File: src/dmdu_pkg.sv
// Shared types, constants and codes of the dot matrix difference update unit.
`timescale 1ns / 1ps

package dmdu_pkg;

   // Default store geometry
   localparam int DEF_MAX_DISPLAY_WIDTH  = 128;
   localparam int DEF_MAX_DISPLAY_HEIGHT = 32;

   // One input byte carries eight pixels, one lane each
   localparam int NUM_LANES = 8;
   localparam int DIV_STEPS = 7;   // quotient bits of a 7-bit x
   localparam int STEP_W    = 3;

   // Field widths
   localparam int PW_W   = 8;
   localparam int PH_W   = 5;
   localparam int PC_W   = 4;
   localparam int BCOL_W = 4;
   localparam int ROW_W  = 5;
   localparam int PIX_W  = 8;
   localparam int X_W    = 7;
   localparam int PANEL_W = 4;
   localparam int DX_W   = 7;
   localparam int DY_W   = 4;
   localparam int DISPW_W = PW_W + PC_W;
   localparam int DISPH_W = PH_W + 1;

   localparam int REQ_DATA_W = 24;  // 17 bits of fields, padded to bytes
   localparam int RSP_DATA_W = 16;
   localparam int CSR_ADDR_W = 2;
   localparam int CSR_DATA_W = 8;

   // Register reset values
   localparam logic [PW_W-1:0] RST_PANEL_WIDTH  = 8'd28;
   localparam logic [PH_W-1:0] RST_PANEL_HEIGHT = 5'd16;
   localparam logic [PC_W-1:0] RST_PANEL_COUNT  = 4'd1;
   localparam logic            RST_STACKED      = 1'b0;

   typedef enum logic [CSR_ADDR_W-1:0] {
      REG_PANEL_WIDTH  = 2'd0,
      REG_PANEL_HEIGHT = 2'd1,
      REG_PANEL_COUNT  = 2'd2,
      REG_STACKED_MODE = 2'd3
   } reg_index_type;

   typedef enum logic {
      OP_UPDATE = 1'b0,
      OP_CLEAR  = 1'b1
   } op_type;

   // One flip command
   typedef struct packed {
      logic               dot_state;
      logic [DY_W-1:0]    dot_y;
      logic [DX_W-1:0]    dot_x;
      logic [PANEL_W-1:0] panel_index;
   } cmd_type;

   // Per-item context shared by all lanes
   typedef struct packed {
      op_type              op;
      logic [BCOL_W-1:0]   byte_column;
      logic [PW_W-1:0]     panel_width;
      logic                stacked;
      logic                top_half;
      logic                row_ok;
      logic [DY_W-1:0]     dot_y;
      logic [DISPW_W-1:0]  disp_w;
   } ctx_type;

   // What one lane reports once its division is done
   typedef struct packed {
      cmd_type cmd;
      logic    emit;
      logic    store_bit;
   } lane_out_type;

endpackage

File: src/dmdu_merge.sv
// Merge stage: serializes lane commands left to right into the output register.
`timescale 1ns / 1ps

module dmdu_merge (
   input  logic                                     clock,
   input  logic                                     reset,
   input  logic                                     load,
   input  logic [dmdu_pkg::NUM_LANES-1:0]           load_mask,
   input  dmdu_pkg::cmd_type [dmdu_pkg::NUM_LANES-1:0] lane_cmd,
   output logic                                     busy,
   output logic                                     rsp_tvalid,
   input  logic                                     rsp_tready,
   output logic [dmdu_pkg::RSP_DATA_W-1:0]          rsp_tdata,
   output logic                                     rsp_tlast
);
   import dmdu_pkg::*;

   logic [NUM_LANES-1:0] pending_ff, pending_in;
   logic [NUM_LANES-1:0] pick;
   logic [NUM_LANES-1:0] remaining;
   logic                 out_valid_ff, out_valid_in;
   cmd_type              out_cmd_ff, out_cmd_in;
   logic                 out_last_ff, out_last_in;
   logic                 can_load;
   cmd_type              sel_cmd;

   // lowest lane first: leftmost pixel
   always_comb begin
      pick    = '0;
      sel_cmd = lane_cmd[0];
      for (int i = NUM_LANES - 1; i >= 0; i--) begin
         if (pending_ff[i]) begin
            pick    = NUM_LANES'(1) << i;
            sel_cmd = lane_cmd[i];
         end
      end
   end

   assign remaining = pending_ff & ~pick;
   assign can_load  = (pending_ff != '0) && (!out_valid_ff || rsp_tready);

   always_comb begin
      pending_in   = pending_ff;
      out_valid_in = out_valid_ff;
      out_cmd_in   = out_cmd_ff;
      out_last_in  = out_last_ff;
      if (can_load) begin
         pending_in   = remaining;
         out_valid_in = 1'b1;
         out_cmd_in   = sel_cmd;
         out_last_in  = (remaining == '0);
      end else if (rsp_tready) begin
         out_valid_in = 1'b0;
      end
      if (load) begin
         pending_in = load_mask;
      end
   end

   always_ff @(posedge clock) begin
      if (reset) begin
         pending_ff   <= '0;
         out_valid_ff <= 1'b0;
      end else begin
         pending_ff   <= pending_in;
         out_valid_ff <= out_valid_in;
      end
      out_cmd_ff  <= out_cmd_in;
      out_last_ff <= out_last_in;
   end

   assign busy       = (pending_ff != '0);
   assign rsp_tvalid = out_valid_ff;
   assign rsp_tdata  = out_cmd_ff;
   assign rsp_tlast  = out_last_ff;

`ifndef ASSERT_OFF
   a_load_when_empty: assert property (@(posedge clock) disable iff (reset)
      load |-> (pending_ff == '0))
      else $error("merge loaded while commands pending");

   a_one_per_beat: assert property (@(posedge clock) disable iff (reset)
      (can_load && !load) |=> ($countones(pending_ff) == $countones($past(pending_ff)) - 1))
      else $error("merge dropped or kept more than one command");

   a_not_last_has_more: assert property (@(posedge clock) disable iff (reset)
      (out_valid_ff && !out_last_ff) |-> (pending_ff != '0))
      else $error("non-final command with nothing left");
`endif

endmodule

File: config.mk
export PLATFORM = sky130hd
export DESIGN_NAME = dmdu_merge
export DESIGN_NICKNAME = d
export VERILOG_FILES = /design/src/dmdu_pkg.sv /design/src/dmdu_merge.sv
export SDC_FILE = /design/constraint.sdc
export NUM_CORES = 1
export LEC_CHECK = 0
export BUFFER_PORTS_ARGS = -buffer_cell sky130_fd_sc_hd__buf_2
export CAP_MARGIN = 20
export CORE_MARGIN = 5
export CORE_UTILIZATION = 35
export DETAILED_ROUTE_END_ITERATION = 8
export PLACE_DENSITY = 0.74
export SYNTH_ARGS = -nofsm -noshare
export SYNTH_HDL_FRONTEND = slang
export SYNTH_SLANG_ARGS = --single-unit
File: constraint.sdc
create_clock -name clock -period 1.75 [get_ports clock]
set_clock_uncertainty 0.05 [all_clocks]
set_input_delay 0.35 -clock clock [delete_from_list [all_inputs] [get_ports clock]]
set_output_delay 0.35 -clock clock [all_outputs]
set_load 0.02 [all_outputs]
---- Word level (Yosys, flattened, before mapping) ----
Index checks and enable logic that the tools add are counted.
word-level totals
  output and inout port bits .............. 19
  register bits after elaboration ......... 26
operators by class
  multiplexer cells ....................... 20
  reduce and logical (&&, ||, !) cells .... 7
  bitwise operators ....................... 2
operators by type and width
  kind                 count
  $mux W16             8
  $mux W8              10
  $and A8 B8 Y8        1
  $logic_not A8 Y1     1
  $not A8 Y8           1
  $reduce_bool A8 Y1   1
  $reduce_bool A2 Y1   2
  $mux W1              2
  $logic_and A1 B1 Y1  1
  $logic_not A1 Y1     1
  $logic_or A1 B1 Y1   1

---- Logic depth before layout (Yosys ltp) ----
  word-level depth ........................ 12
  gate-level depth with buffers ........... 7

---- Worst setup path after synthesis ----
Ideal clock, no wire load.
  kind .................................... flip-flop to flip-flop
  from .................................... register pending_ff[7]
  to ...................................... register out_cmd_ff (netlist bit rsp_tdata[0]), enable pin
  required time ........................... 1.303 ns
  arrival ................................. 1.463 ns
  path buffers ............................ 1
  slack ................................... -0.160 ns
  cell stages (with the launch flop) ...... 4
  period minus slack after synthesis ...... 1.910 ns
  path through ............................ dfxtp_1 -> buf_4 -> nor4_4 -> a21oi_1
on the way
  cells in the longest elaborated chain, start to end .. 2
ends and longest elaborated chain
  item                      RTL line          text
  start: declaration        dmdu_merge.sv:18  logic [NUM_LANES-1:0] pending_ff, pending_in;
  start signal: assignment  dmdu_merge.sv:65  pending_ff <= pending_in;
  $reduce_bool A8 Y1        dmdu_merge.sv:40  assign can_load = (pending_ff != '0) && (!out_valid_ff || rsp_tready);
  $logic_and A1 B1 Y1       dmdu_merge.sv:40
  named net can_load        dmdu_merge.sv:24  logic can_load;
  end signal: assignment    dmdu_merge.sv:68  out_cmd_ff <= out_cmd_in;
  end: declaration          dmdu_merge.sv:22  cmd_type out_cmd_ff, out_cmd_in;
The timed path passes the listed nets, and every way through them passes these cells.
A chain may end at the register's enable or synchronous reset.

==> results.sh <==
export IMPL_seq_area_frac_synth_pct=34.1
export IMPL_yosysMostFrequentCell="inv_1"
export IMPL_use_met2_pct=41.1
export IMPL_ys_top_cells_by_count="inv_1, a21oi_1, mux2i_1, edfxtp_1"
export IMPL_ant_nets=0
export IMPL_area_growth_pct=57.1
export IMPL_synthFlopType="edfxtp_1"
export IMPL_cts_max_level=1
export IMPL_synth_cell_types=35
export IMPL_layout_setup_ws_ns=0.0251
export IMPL_grt_overflow_total=0
export IMPL_met1_usage_pct=27.3
export IMPL_via_per_inst=5.66
export IMPL_postCtsHoldBufs=0
export IMPL_place_ws_ns=-0.161
export IMPL_p_seq_share_pct=37.4
export IMPL_synth_edf_count=17
export IMPL_portBuffers=158
export IMPL_critPathSlowestCell="nor2b_2"
export IMPL_dpl_hpwl_um=6810
export IMPL_synthArstFlopShare_pct=0
export IMPL_p_comb_share_pct=46.0
export IMPL_met3_usage_pct=4.32
export IMPL_worst_path_max_fanout=10
export IMPL_hold_viol=0
export IMPL_cts_buffers=3
export IMPL_cp_start_kind="register"
export IMPL_syn_mean_instance_area_sq_um=8.88
export IMPL_synth_area_leaders="edfxtp_1, mux2i_1, dfxtp_1, a222oi_1, a221oi_1"
export IMPL_pwr_density_cell_mw_per_mm2=691
export IMPL_cp_cell_sequence="buf_4 > nor2b_2 > buf_4 > a221oi_1 > a21oi_1"
export IMPL_synth_seq_cells=26
export IMPL_first_iter_violations=170
export IMPL_start_util_pct=36.3
export IMPL_clockPowerShare_pct=16.6
export IMPL_worstPathArrival_ns=1.80
export IMPL_cap_violations=0
export IMPL_worstMarginPinSlew_ns=0.643
export IMPL_top_usage_layer="met2"
export IMPL_syn_instance_count=228
export IMPL_fmax_mhz=580
export IMPL_routed_wl_um=8910
export IMPL_clock_sinks=26
export IMPL_worstSkewPairLatency_ns=0.27
export IMPL_yosysWarnings=0
export IMPL_synth_area_sq_mm=0.00203
export IMPL_dpl_cell_area_sq_mm=0.00300
export IMPL_fin_crit_sh_pct=98.6
export IMPL_grt_usage_pct=22.9
export IMPL_die_area_sq_mm=0.00741
export IMPL_hold_slack_ns=0.259
export IMPL_placed_cells=464
export IMPL_max_stage_delay_ns=0.50
export IMPL_grt_pass1_wl_um=13500
export IMPL_vdd_drop_max_mv=0.353
export IMPL_yosysTopAreaCellShare_pct=25.2
export IMPL_rsz0062_at_grt="true"
export IMPL_hold_path_class="in2reg"
export IMPL_final_cells=474
export IMPL_required_ns=1.82
export IMPL_fin_area_sq_mm=0.00318
export IMPL_yosys_area_top_type="edfxtp_1"
export IMPL_finalSetupTns_ns=0
export IMPL_crit_top_cell="buf_4"
export IMPL_p_leak_nw=1.53
export IMPL_min_period_ns=1.72
export IMPL_drcViolationCount=0
export IMPL_switching_share_pct=36.2
export IMPL_internal_power_w=0.00140
export IMPL_io_pins=159
export IMPL_crit_type="reg2reg"
export IMPL_slew_viol_final=0
export IMPL_setup_violations=0
export IMPL_antennaDiodeCount=0
export IMPL_cts_tree="done"
export IMPL_fin_nets=543
export IMPL_row_count=27
export IMPL_die_w_um=86.1
export IMPL_fp_dieH_um=86.1
export IMPL_relSlewSlack_pct=57.0
export IMPL_switchingPower_w=0.000796
export IMPL_grt_pass1_vias=2814
export IMPL_root_buffer="clkbuf_8"
export IMPL_routabilityCongestion=0.916
export IMPL_antenna_found_initial=0
export IMPL_clk_pin_slew_ns=0.10
export IMPL_synth_fp_nets=368
export IMPL_grt_max_degree=20
export IMPL_drive_gt1_share_pct=52.5
export IMPL_design_core_area_sq_mm=0.00557
export IMPL_cts_buffer_depth=2
export IMPL_wire_per_inst_um=18.8
export IMPL_endpoint_kind="register"
export IMPL_dr_pass1_iters=5
export IMPL_vias=2681
export IMPL_status="finished clean"
## power by group through the flow
stage          logic, W  registers [W]  clock network, W
5_1_grt         0.00109       0.000833          0.000392
3_5_place_dp   0.000936       0.000835                 0
4_1_cts        0.000973       0.000823          0.000367
2_1_floorplan  0.000412       0.000949                 0
3_3_place_gp   0.000917       0.000834                 0
6_report        0.00101       0.000823          0.000365
## cells in the final DEF (no fill, tap or decap), drive strengths merged, types with 4 or more instances in the layout
cell	instances
buf	192
inv	33
a21oi	22
mux2i	21
edfxtp	17
a221oi	16
a222oi	16
o211ai	16
o22ai	16
dfxtp	9
nand2	7
nor3	7
nor4	4
## metrics by stage
stage	utilization [%]	total power, W
final	57.1	0.00220
after global routing	57.1	0.00231
after CTS	55.7	0.00216
after detailed placement	53.9	0.00177
after global placement	53.9	0.00175
after floorplan	-	0.00136
## layout make-up
cell class              count  area, sq um
clock inverters             1         3.75
fillers                   512         2390
inverters                  33          124
flip-flops and latches     26          701
multi-input cells         147         1150
well taps                  72         90.1
repair buffers            192         1070
clock buffers               3         41.3
## worst max-delay path: cells and delay by family, from the launching register on
family          cells  cell delay, ns
flops               1            0.38
compound gates      2            0.25
simple gates        1            0.50
buf+inv             2            0.39
## routing by layer
metal / routed length [um] / part of all wire (%)
met1: 3260 / 37
met2: 4450 / 50
met3: 981 / 11
met4: 225 / 2.5
met5: 0 / 0
## sequential cells by signal (all words and copies together) (netlist names)
name / flops
rsp_tvalid: 1
pending_ff: 8
rsp_tlast: 1
rsp_tdata: 16
## final timing paths
check	from	end	slack (ns)	cells after the start
max	pending_ff[3]	rsp_tdata[15]	0.03	5
min	load_mask[6]	pending_ff[6]	0.26	3
max reg2reg	pending_ff[3]	rsp_tdata[15]	0.03	5
min reg2reg	rsp_tvalid	rsp_tvalid	0.57	2
## what timing repair did
item / in CTS / in global routing
buffers inserted: 3 / 4
pin swaps: 2 / 2
setup endpoints to repair: 34 / 18
resized for setup: 11 / 13
## cells by family (layout without fill, tap and decap cells)
| family | after synthesis | count (layout) | synth area share (%) |
|---|---|---|---|
| simple gates | 32 | 32 | 9.64 |
| compound gates | 94 | 94 | 34.0 |
| mux | 21 | 21 | 10.4 |
| flops | 26 | 26 | 34.1 |
| buf+inv | 55 | 229 | 11.9 |
No activity file was read; power rests on OpenSTA's default activity.
