$ cat config.mk
export PLATFORM = sky130hd
export DESIGN_NAME = dmdu_lane
export DESIGN_NICKNAME = d
export VERILOG_FILES = /design/src/dmdu_pkg.sv /design/src/dmdu_lane.sv
export SDC_FILE = /design/constraint.sdc
export NUM_CORES = 1
export LEC_CHECK = 0
export BUFFER_PORTS_ARGS = -buffer_cell sky130_fd_sc_hd__buf_2
export CAP_MARGIN = 20
export CELL_PAD_IN_SITES_DETAIL_PLACEMENT = 0
export CELL_PAD_IN_SITES_GLOBAL_PLACEMENT = 1
export CORE_UTILIZATION = 35
export CTS_CLUSTER_SIZE = 30
export DETAILED_ROUTE_END_ITERATION = 8
export PLACE_DENSITY = 0.91
export SKIP_CTS_REPAIR_TIMING = 1
export SLEW_MARGIN = 5
export SYNTH_ARGS = -nofsm -noshare
export SYNTH_HDL_FRONTEND = slang
export SYNTH_SLANG_ARGS = --single-unit
$ cat constraint.sdc
create_clock -name clock -period 2.21 [get_ports clock]
set_input_delay 0.1105 -clock clock [delete_from_list [all_inputs] [get_ports clock]]
set_output_delay 0.1105 -clock clock [all_outputs]
set_load 0.02 [all_outputs]
$ cat src/dmdu_pkg.sv
// Shared types, constants and codes of the dot matrix difference update unit.
`timescale 1ns / 1ps

package dmdu_pkg;

   // Default store geometry
   localparam int DEF_MAX_DISPLAY_WIDTH  = 128;
   localparam int DEF_MAX_DISPLAY_HEIGHT = 32;

   // One input byte carries eight pixels, one lane each
   localparam int NUM_LANES = 8;
   localparam int DIV_STEPS = 7;   // quotient bits of a 7-bit x
   localparam int STEP_W    = 3;

   // Field widths
   localparam int PW_W   = 8;
   localparam int PH_W   = 5;
   localparam int PC_W   = 4;
   localparam int BCOL_W = 4;
   localparam int ROW_W  = 5;
   localparam int PIX_W  = 8;
   localparam int X_W    = 7;
   localparam int PANEL_W = 4;
   localparam int DX_W   = 7;
   localparam int DY_W   = 4;
   localparam int DISPW_W = PW_W + PC_W;
   localparam int DISPH_W = PH_W + 1;

   localparam int REQ_DATA_W = 24;  // 17 bits of fields, padded to bytes
   localparam int RSP_DATA_W = 16;
   localparam int CSR_ADDR_W = 2;
   localparam int CSR_DATA_W = 8;

   // Register reset values
   localparam logic [PW_W-1:0] RST_PANEL_WIDTH  = 8'd28;
   localparam logic [PH_W-1:0] RST_PANEL_HEIGHT = 5'd16;
   localparam logic [PC_W-1:0] RST_PANEL_COUNT  = 4'd1;
   localparam logic            RST_STACKED      = 1'b0;

   typedef enum logic [CSR_ADDR_W-1:0] {
      REG_PANEL_WIDTH  = 2'd0,
      REG_PANEL_HEIGHT = 2'd1,
      REG_PANEL_COUNT  = 2'd2,
      REG_STACKED_MODE = 2'd3
   } reg_index_type;

   typedef enum logic {
      OP_UPDATE = 1'b0,
      OP_CLEAR  = 1'b1
   } op_type;

   // One flip command
   typedef struct packed {
      logic               dot_state;
      logic [DY_W-1:0]    dot_y;
      logic [DX_W-1:0]    dot_x;
      logic [PANEL_W-1:0] panel_index;
   } cmd_type;

   // Per-item context shared by all lanes
   typedef struct packed {
      op_type              op;
      logic [BCOL_W-1:0]   byte_column;
      logic [PW_W-1:0]     panel_width;
      logic                stacked;
      logic                top_half;
      logic                row_ok;
      logic [DY_W-1:0]     dot_y;
      logic [DISPW_W-1:0]  disp_w;
   } ctx_type;

   // What one lane reports once its division is done
   typedef struct packed {
      cmd_type cmd;
      logic    emit;
      logic    store_bit;
   } lane_out_type;

endpackage

$ cat src/dmdu_lane.sv
// One pixel lane: bit-serial x / panel_width, panel mapping and change detect.
`timescale 1ns / 1ps

module dmdu_lane #(
   parameter int LANE = 0
) (
   input  logic                          clock,
   input  logic                          start,
   input  logic                          step,
   input  logic [dmdu_pkg::STEP_W-1:0]   bit_sel,
   input  dmdu_pkg::ctx_type             ctx,
   input  logic                          old_bit,
   input  logic                          new_bit,
   output dmdu_pkg::lane_out_type        result
);
   import dmdu_pkg::*;

   logic [X_W-1:0]  x;
   logic [PW_W-1:0] rem_ff, rem_in;
   logic [X_W-1:0]  quo_ff, quo_in;
   logic [PW_W:0]   shifted;
   logic            ge;
   logic [PW_W-1:0] mirror_x;
   logic            in_disp;

   assign x = {ctx.byte_column, 3'(LANE)};

   // restoring division, one quotient bit per step, MSB first
   always_comb begin
      shifted = {rem_ff, x[bit_sel]};
      ge      = shifted >= {1'b0, ctx.panel_width};
      rem_in  = rem_ff;
      quo_in  = quo_ff;
      if (start) begin
         rem_in = '0;
         quo_in = '0;
      end else if (step) begin
         rem_in = ge ? PW_W'(shifted - {1'b0, ctx.panel_width}) : PW_W'(shifted);
         quo_in = {quo_ff[X_W-2:0], ge};
      end
   end

   always_ff @(posedge clock) begin
      rem_ff <= rem_in;
      quo_ff <= quo_in;
   end

   assign mirror_x = ctx.panel_width - rem_ff - 8'd1;
   assign in_disp  = ctx.row_ok && ({{(DISPW_W-X_W){1'b0}}, x} < ctx.disp_w);

   always_comb begin
      result.cmd.dot_y     = ctx.dot_y;
      result.cmd.dot_state = (ctx.op == OP_UPDATE) ? new_bit : 1'b0;
      if (ctx.stacked) begin
         result.cmd.panel_index = {quo_ff[PANEL_W-2:0], ctx.top_half};
         result.cmd.dot_x       = ctx.top_half ? mirror_x[DX_W-1:0] : rem_ff[DX_W-1:0];
      end else begin
         result.cmd.panel_index = quo_ff[PANEL_W-1:0];
         result.cmd.dot_x       = rem_ff[DX_W-1:0];
      end
      result.emit      = in_disp && ((ctx.op == OP_CLEAR) || (old_bit != new_bit));
      result.store_bit = in_disp && (ctx.op == OP_UPDATE) && new_bit;
   end

endmodule

* Word-level counts from Yosys, hierarchy flattened
Index checks and enable logic that the tools add are counted.
** Word-level totals
- Flip-flop bits (word level) :: 12
- Output and inout port bits :: 18
- Logic and storage cells :: 21
** Cells by class
- $add $sub $neg :: 3
- $lt $le $gt $ge :: 3
- Equal/unequal tests :: 1
- Muxes and demuxes :: 6
- Bitwise logic cells :: 1
- Reduce and logical (&&, ||, !) cells :: 5
** Operator list (count)
- less-than comparator 7 x 12 -> 1 bit :: 1
- 2-to-1 mux 11 bit :: 1
- >= comparator 9 x 8 -> 1 bit :: 1
- 2-to-1 mux 8 bit :: 1
- subtractor 8 bit :: 1
- 2-to-1 mux 7 bit :: 1
- subtractor 7 x 1 -> 7 bit (second input constant) :: 1
- subtractor 7 bit :: 1
- logical AND 1 bit :: 4
- less-than comparator 3 x 4 -> 1 bit (second input constant) :: 1
- binary-select mux 1 bit (select 3 bit) :: 1
- 2-to-1 mux 1 bit :: 2
- logical OR 1 bit :: 1
- inequality test 1 bit :: 1
- inverter 1 bit :: 1

* Longest topological paths before layout
Gate-level depths: netlist of run 1.
- Depth in word-level cells :: 4
- Mapped depth :: 11
- Depth with buffers taken out :: 11

* Worst setup path after synthesis of run 1
OpenSTA, ideal clock, no wires.
- Path type :: reg2out
- Start point :: reg rem_ff[0]
- End point :: out result[12] (netlist name)
- Data arrival time :: 2.003 ns
- Setup slack :: 0.097 ns
- Cell stages (with the launch flop) :: 11
- Buffers on the path :: 0
- Cell sequence :: dfxtp_1 -> inv_1 -> ha_1 -> inv_1 -> fa_1 -> nor2b_1 -> o21ai_0 -> nand2b_1 -> nand2_1 -> a311o_1 -> xor2_1
** RTL lines
- start: declaration :: line dmdu_lane.sv:19 : logic [PW_W-1:0] rem_ff, rem_in;
- start signal: assignment :: line dmdu_lane.sv:44 : rem_ff <= rem_in;
- end: declaration :: line dmdu_lane.sv:14 : output dmdu_pkg::lane_out_type result

==> results.toml, run 1 <==
[run_status]
status = "complete, but fails checks"
violations = "setup timing"

[layout]
num-fill-cells = 415
antennaDiodeCount = 0
nets = 307
seq_area_sq_um = 243
multi_input_area_sq_mm = 0.00114
utilization = 0.468
post_route_cells_drive_above_1_share = 0.346
area_growth_pct = 27.2

[drt]
routedWlPerCell_um = 11.6
drt_iter0_drc = 75
drtPass1Iterations = 6
route.vias.total = 1474
drc = 0
routed_wl_um = 3440
ant_nets = 0
viasPerCell = 4.98

[min_path]
worstHoldPathType = "input pin to register"
min-delay-start = "start"

[synthesis]
yosys_register_bits = 12
synth.avg_cell_area_sq_um = 7.77
mappedNetlistArea_sq_mm = 0.00149
synthArstFlopShare = 0
synth_nets = 252
yosysUniqueCellTypes = 51
yosysSeqAreaShare = 0.161
ys_top_cells_by_area = "dfxtp_1, ha_1, inv_1, nand2_1, nor2_1"
yosysTopAreaCell = "dfxtp_1"
syn_inst = 192
synth_top_area_frac = 0.161
synth_most_common_cell = "inv_1"
synthFlopType = "dfxtp_1"
yosys-top-cells-count = "inv_1, ha_1, nand2_1, nor2_1, dfxtp_1"
synth_edf_count = 0
ys_warn_count = 0

[setup_path]
worstPathArrival_ps = 2180
rr_startpoint = "rem_ff[0]$_SDFFE_PP0P_"
crit_path_start_kind = "register"
end_kind = "primary output"
crit_type = "register to primary output"
crit_fanout = 3
crit_start = "rem_ff[0]$_SDFFE_PP0P_"
crit_required_ps = 2100

[floorplan]
rows = 23
die_area_sq_mm = 0.00453
core_sq_mm = 0.00406
start_util = 0.368
die_w_um = 67.3
ioPinCount = 58
die_h_um = 67.3

[place]
io_buffers = 49
dp_slack_ps = 41.5
dp_hpwl_um = 2760
place.gp.congestion = 0.798

[timing]
slew_headroom = 0.740
post-route-period-util = 1.04
fin_hold_ws_ps = 217
final_max_slew_viol_count = 0
grt_setup_unrepaired = "true"
min_period_ps = 2300
finClkSkew_ps = 6.90
worst_slack_ps = -85.3
fmax_mhz = 436
tightest_slew_ps = 390
hold_viol = 0
setup_violations = 1
fin_tns_setup_ps = -85.3

[cts]
insertion_delay_ps = 240
cts_tree = "yes"
cts_max_level = 1
numClockSinks = 12
clock_path_buffers = 2
cts-buffers-inserted = 3
cts-root-buf = "clkbuf_8"
clk_pin_slew_ps = 60

[power_and_ir_drop]
ir_drop_v = 0.000224
power.leakage_nw = 0.933
powerDensity_mw_per_mm2 = 521

[job]
max_cap_violations = 0

[grt]
grt_usage = 0.152
grt_pass1_wl_um = 5290
grt_pass1_vias = 1238
grt_max_degree = 22
grt_overflow = 0
antenna_found_initial = 0
-- per-stage QoR --
stage               std cells  total power, mW  area (sq um)
global route              296             1.07          1900
detailed placement        290            0.731          1800
CTS                       294            0.977          1850
finish                    296            0.990          1900
global placement          290            0.725          1800
floorplan                 192            0.604          1490
-- layer usage --
metal	GRT usage	vias to the layer above	share of wire
met4	0.0505	0	0.0079
met3	0.0220	2	0.030
met2	0.266	30	0.48
met1	0.189	656	0.48
met5	0	-	0
li1	-	786	-
-- cell usage in the layout, fill, tap and decap left out, drive strengths merged, types with 2 or more instances in the layout --
cell,n
a21oi,9
xnor2,3
ha,18
fa,2
nor3b,2
inv,20
or4,2
clkbuf,4
o21a,4
o21ai,13
mux2,5
a21o,3
nand2,18
nand3,2
xor2,4
mux2i,5
nor3,6
o22ai,3
and3,3
nor2b,2
dfxtp,12
nand2b,7
a31oi,3
a211oi,4
nor2,18
buf,59
-- cells by family after synthesis --
family,after synthesis,synth area share
adders and majority gates,20,0.178
buffers and inverters,29,0.0914
DFF,12,0.161
and+or+nand+nor,65,0.226
muxes,10,0.0712
AOI/OAI and AO/OA,49,0.231
xor gates and xnor gates,7,0.0411
-- final timing paths --
kind | slack (ps) | cells past startpoint | to
hold / removal | 220 | 2 | quo_ff[3]$_SDFFE_PP0P_
setup / recovery | -90 | 11 | result[12]
hold reg to reg | 490 | 2 | quo_ff[3]$_SDFFE_PP0P_
setup reg to reg | 130 | 8 | rem_ff[7]$_SDFFE_PP0P_
-- area by class of cell --
class,count,area share
Timing Repair Buffer,59,0.170
Multi-Input combinational cell,151,0.601
Clock buffer,4,0.0290
Tap cell,50,0.0329
Sequential cell,12,0.128
Inverter,20,0.0395
-- critical path, cell delays in order (launching register included) --
cell and delay, ps:
dfxtp_2 320, inv_2 80, ha_4 140, inv_2 40
fa_2 400, nor2b_1 120, o21ai_1 70, nand2b_1 110
nand2_1 60, a311o_1 270, xor2_1 170, buf_4 160
-- power breakdown --
group / switching, mW / total [mW] / internal, mW
combinational: 0.269 / 0.496 / 0.228
clock: 0.0811 / 0.238 / 0.157
sequential: 0.0182 / 0.255 / 0.237
total: 0.368 / 0.990 / 0.622
-- flip-flops by register name, summed over array words and instances, names as in the netlist --
signal  cells
quo_ff      4
rem_ff      8
Note: power is estimated with default switching activity, not from simulation.
==> run 2: changes to the inputs <==
- CORE_ASPECT_RATIO: default -> 1.5
- SLEW_MARGIN: 5 -> 20
==> results.toml, run 2 (same netlist as run 1, synthesis figures left out) <==
[run_status]
status = "complete, but fails checks"
violations = "setup timing"

[timing]
final_max_slew_viol_count = 0
worst_slack_ps = -81.6
hold_viol = 0
setup_violations = 1
fmax_mhz = 436
min_period_ps = 2290
finClkSkew_ps = 0.549
post-route-period-util = 1.04
slew_headroom = 0.738
tightest_slew_ps = 394
fin_hold_ws_ps = 205
grt_setup_unrepaired = "true"

[grt]
grt_pass1_wl_um = 5730
grt_pass1_vias = 1411
grt_overflow = 0
grt_usage = 0.156
grt_max_degree = 22
antenna_found_initial = 0

[layout]
reg_top3 = "rem_ff (8), quo_ff (4)"
final_area_sq_mm = 0.00189
post_route_cells_drive_above_1_share = 0.343
area_growth_pct = 26.7
final_common_cell = "buf_2"
largest_reg_flops = 8
final_cells = 290
seq_area_sq_um = 246
layout_common_cells = "buf_2, inv_1, nand2_1, nor2_1, ha_1"
num-fill-cells = 433
nets = 306
antennaDiodeCount = 0
regMostFlops = "rem_ff"
multi_input_area_sq_mm = 0.00114

[drt]
route.vias.total = 1514
drt_iter0_drc = 7
viasPerCell = 5.22
drtPass1Iterations = 4
routed_wl_um = 3420
drc = 0
ant_nets = 0
routedWlPerCell_um = 11.8

[cts]
numClockSinks = 12
cts_tree = "yes"
clk_pin_slew_ps = 50
cts-root-buf = "clkbuf_8"
insertion_delay_ps = 250
clock_path_buffers = 2
cts-buffers-inserted = 3
cts_max_level = 1

[floorplan]
die_area_sq_mm = 0.00454
die_w_um = 55.3
ioPinCount = 58
core_sq_mm = 0.00403
rows = 28
die_h_um = 82.0
start_util = 0.370

[setup_path]
r2r_cells = 8
rr_startpoint = "rem_ff[0]$_SDFFE_PP0P_"
end_kind = "primary output"
r2r_slack_ps = 140
crit_fanout = 3
worstPathArrival_ps = 2180
crit_type = "register to primary output"
crit_path_start_kind = "register"
crit_required_ps = 2100
r2r-end = "rem_ff[7]$_SDFFE_PP0P_"

[place]
dp_hpwl_um = 2770
dp_cells = 283
io_buffers = 49
place.gp.congestion = 0.827
place_area_sq_mm = 0.00178

[power_and_ir_drop]
powerDensity_mw_per_mm2 = 526
power.leakage_nw = 0.930
ir_drop_v = 0.000271

[min_path]
min-delay-start = "start"
worstHoldPathType = "input pin to register"
min_path_cells = 2
holdPathEnd = "quo_ff[2]$_SDFFE_PP0P_"

[job]
max_cap_violations = 0
-- run 2: cell types whose count changed in the layout (fill, tap and decap cells not counted), sizes merged --
cell	previous run	this run
buf	59	58
-- run 2: worst max path at each step --
| stage | from | to | depth (start not counted) |
|---|---|---|---|
| after CTS | rem_ff[0]$_SDFFE_PP0P_ | result[12] | 11 |
| after global routing | rem_ff[0]$_SDFFE_PP0P_ | result[12] | 11 |
| after floorplan | rem_ff[0]$_SDFFE_PP0P_ | result[12] | 10 |
| final | rem_ff[0]$_SDFFE_PP0P_ | result[12] | 11 |
| after global placement | bit_sel[0] | rem_ff[7]$_SDFFE_PP0P_ | 11 |
| after detailed placement | rem_ff[0]$_SDFFE_PP0P_ | result[12] | 11 |
-- run 2: area by class of cell --
class                           count  area share
Clock buffer                        4      0.0291
Inverter                           20      0.0397
Multi-Input combinational cell    151       0.602
Sequential cell                    12       0.130
Tap cell                           45      0.0298
Timing Repair Buffer               58       0.169
-- run 2: report_power, final --
group	internal [mW]	switching, mW
clock	0.158	0.0881
combinational	0.226	0.265
sequential	0.237	0.0206
-- run 2: per-stage QoR --
stage / worst slack [ps] / utilization / TNS (ps) / power [mW]
final: -81.6 / 0.470 / -81.6 / 0.995
after global routing: -231 / 0.470 / -236 / 1.07
after CTS: -250 / 0.455 / -295 / 0.974
after detailed placement: 34.2 / 0.441 / 0 / 0.725
after global placement: 68.1 / 0.441 / 0 / 0.719
after floorplan: 96.9 / - / 0 / 0.604
-- run 2: worst max-delay path, cell delays in order (launching register included) --
cell and delay, ps:
dfxtp_2 320, inv_2 70, ha_4 130, inv_2 40, fa_2 390, nor2b_1 130
o21ai_1 80, nand2b_1 140, nand2_1 70, a311o_1 270, xor2_1 150, buf_4 160
-- run 2: metal layers --
layer,part of all wire,track usage,vias up,routed length [um]
met2,0.53,0.318,48,1810
met5,0,0,-,0
met1,0.41,0.158,679,1390
met4,0.018,0.0675,0,63
li1,-,-,782,-
met3,0.047,0.0173,5,161
==> run 3: changes to the inputs <==
- CORE_UTILIZATION: 35 -> 31
- PLACE_DENSITY: 0.91 -> 0.86
- clock period: 2.21 -> 2 ns (I/O delays scaled with it)
==> results.toml, run 3 (same netlist as run 1, synthesis figures left out) <==
[power_and_ir_drop]
combPwrFrac = 0.552
ir_drop_v = 0.000236
powerDensity_mw_per_mm2 = 566
pwr-share-clk = 0.220
p_switching_mw = 0.475
pwr-share-seq = 0.228
switching_share = 0.381
p_int_mw = 0.772
power.leakage_nw = 1.03

[layout]
largest_reg_flops = 8
regMostFlops = "rem_ff"
utilization = 0.481
final_common_cell = "buf_2"
num-fill-cells = 487
final_area_sq_mm = 0.00220
post_route_cells_drive_above_1_share = 0.490
area_growth_pct = 47.5
antennaDiodeCount = 0
reg_top3 = "rem_ff (8), quo_ff (4)"
nets = 320
layout_common_cells = "buf_2, buf_4, inv_1, nand2_1, nor2_1"
final_cells = 323

[timing]
post-route-period-util = 1.11
fin_hold_ws_ps = 200
fmax_mhz = 449
slew_headroom = 0.713
worst_slack_ps = -229
setup_violations = 2
finClkSkew_ps = 0.361
tightest_slew_ps = 430
grt_setup_unrepaired = "true"
min_period_ps = 2230
hold_viol = 0
final_max_slew_viol_count = 0
fin_tns_setup_ps = -236

[grt]
grt_pass1_wl_um = 6390
grt_pass1_vias = 1525
grt_overflow = 0
grt_usage = 0.159
antenna_found_initial = 0
grt_max_degree = 22

[cts]
cts-root-buf = "clkbuf_8"
insertion_delay_ps = 240
cts_max_level = 1
clk_pin_slew_ps = 60
cts_tree = "yes"
cts-buffers-inserted = 3
clock_path_buffers = 2
numClockSinks = 12

[setup_path]
crit_type = "register to primary output"
crit_required_ps = 1900
worstPathArrival_ps = 2130
end_kind = "primary output"
crit_path_start_kind = "register"
crit_fanout = 3

[drt]
viasPerCell = 4.89
routed_wl_um = 3920
route.vias.total = 1579
drtPass1Iterations = 4
drt_iter0_drc = 30
drc = 0
routed.top_layer = "met4"
m1WireLength_um = 1520
wl_met3_um = 131
routedWlPerCell_um = 12.1
ant_nets = 0
wl_met2_um = 2170

[floorplan]
die_area_sq_mm = 0.00510
start_util = 0.326
ioPinCount = 58
die_w_um = 58.7
die_h_um = 87.0
rows = 30
core_sq_mm = 0.00458

[place]
dp_hpwl_um = 3060
dp_cells = 315
io_buffers = 49
place.gp.congestion = 0.819
place_area_sq_mm = 0.00191

[min_path]
worstHoldPathType = "input pin to primary output"

[job]
max_cap_violations = 0

[run_status]
status = "complete, but fails checks"
violations = "setup timing"
## run 3: cell types whose count changed in the layout (fill, tap and decap cells not counted), sizes merged
cell,delta
buf,+14
## run 3: per-stage QoR
stage,setup slack (ps),power (mW)
floorplan,1.10,0.671
global placement,-139,0.838
detailed placement,-152,0.848
CTS,-359,1.13
global route,-360,1.34
finish,-229,1.25
## run 3: final cells by class
cell class | count | area [sq um] | share of cell area
Inverter | 20 | 75.1 | 0.0341
Tap cell | 64 | 80.1 | 0.0364
Clock buffer | 4 | 55.1 | 0.0250
Multi-Input combinational cell | 151 | 1310 | 0.596
Timing Repair Buffer | 72 | 433 | 0.197
Sequential cell | 12 | 246 | 0.112
## run 3: routing by layer
metal  GRT usage  vias to the layer above
met5           0                        -
met4      0.0758                        0
met3      0.0104                       11
met2       0.301                       44
met1       0.175                      719
li1            -                      805
## run 3: worst max-delay path, cell delays in order (launching register included)
cell	delay (ps)
dfxtp_2	330
inv_2	50
ha_4	150
inv_2	50
fa_2	190
nor2b_1	50
o21ai_1	140
nand2b_1	110
and3_1	190
a311o_1	350
xor2_2	160
buf_6	130
## run 3: power by group through the flow
stage	clock network (mW)	registers [mW]	logic, mW
after global placement	0	0.286	0.552
after detailed placement	0	0.287	0.561
after floorplan	0	0.284	0.387
final	0.275	0.284	0.689
after CTS	0.280	0.282	0.565
after global routing	0.292	0.286	0.762
## run 3: path summary, 6_finish.rpt
kind	depth (start not counted)	start	end	slack, ps
max reg2reg	7	rem_ff[1]$_SDFFE_PP0P_	rem_ff[2]$_SDFFE_PP0P_	0
max	11	rem_ff[0]$_SDFFE_PP0P_	result[12]	-230
min reg2reg	2	quo_ff[3]$_SDFFE_PP0P_	quo_ff[3]$_SDFFE_PP0P_	500
min	0	ctx[12]	result[13]	200
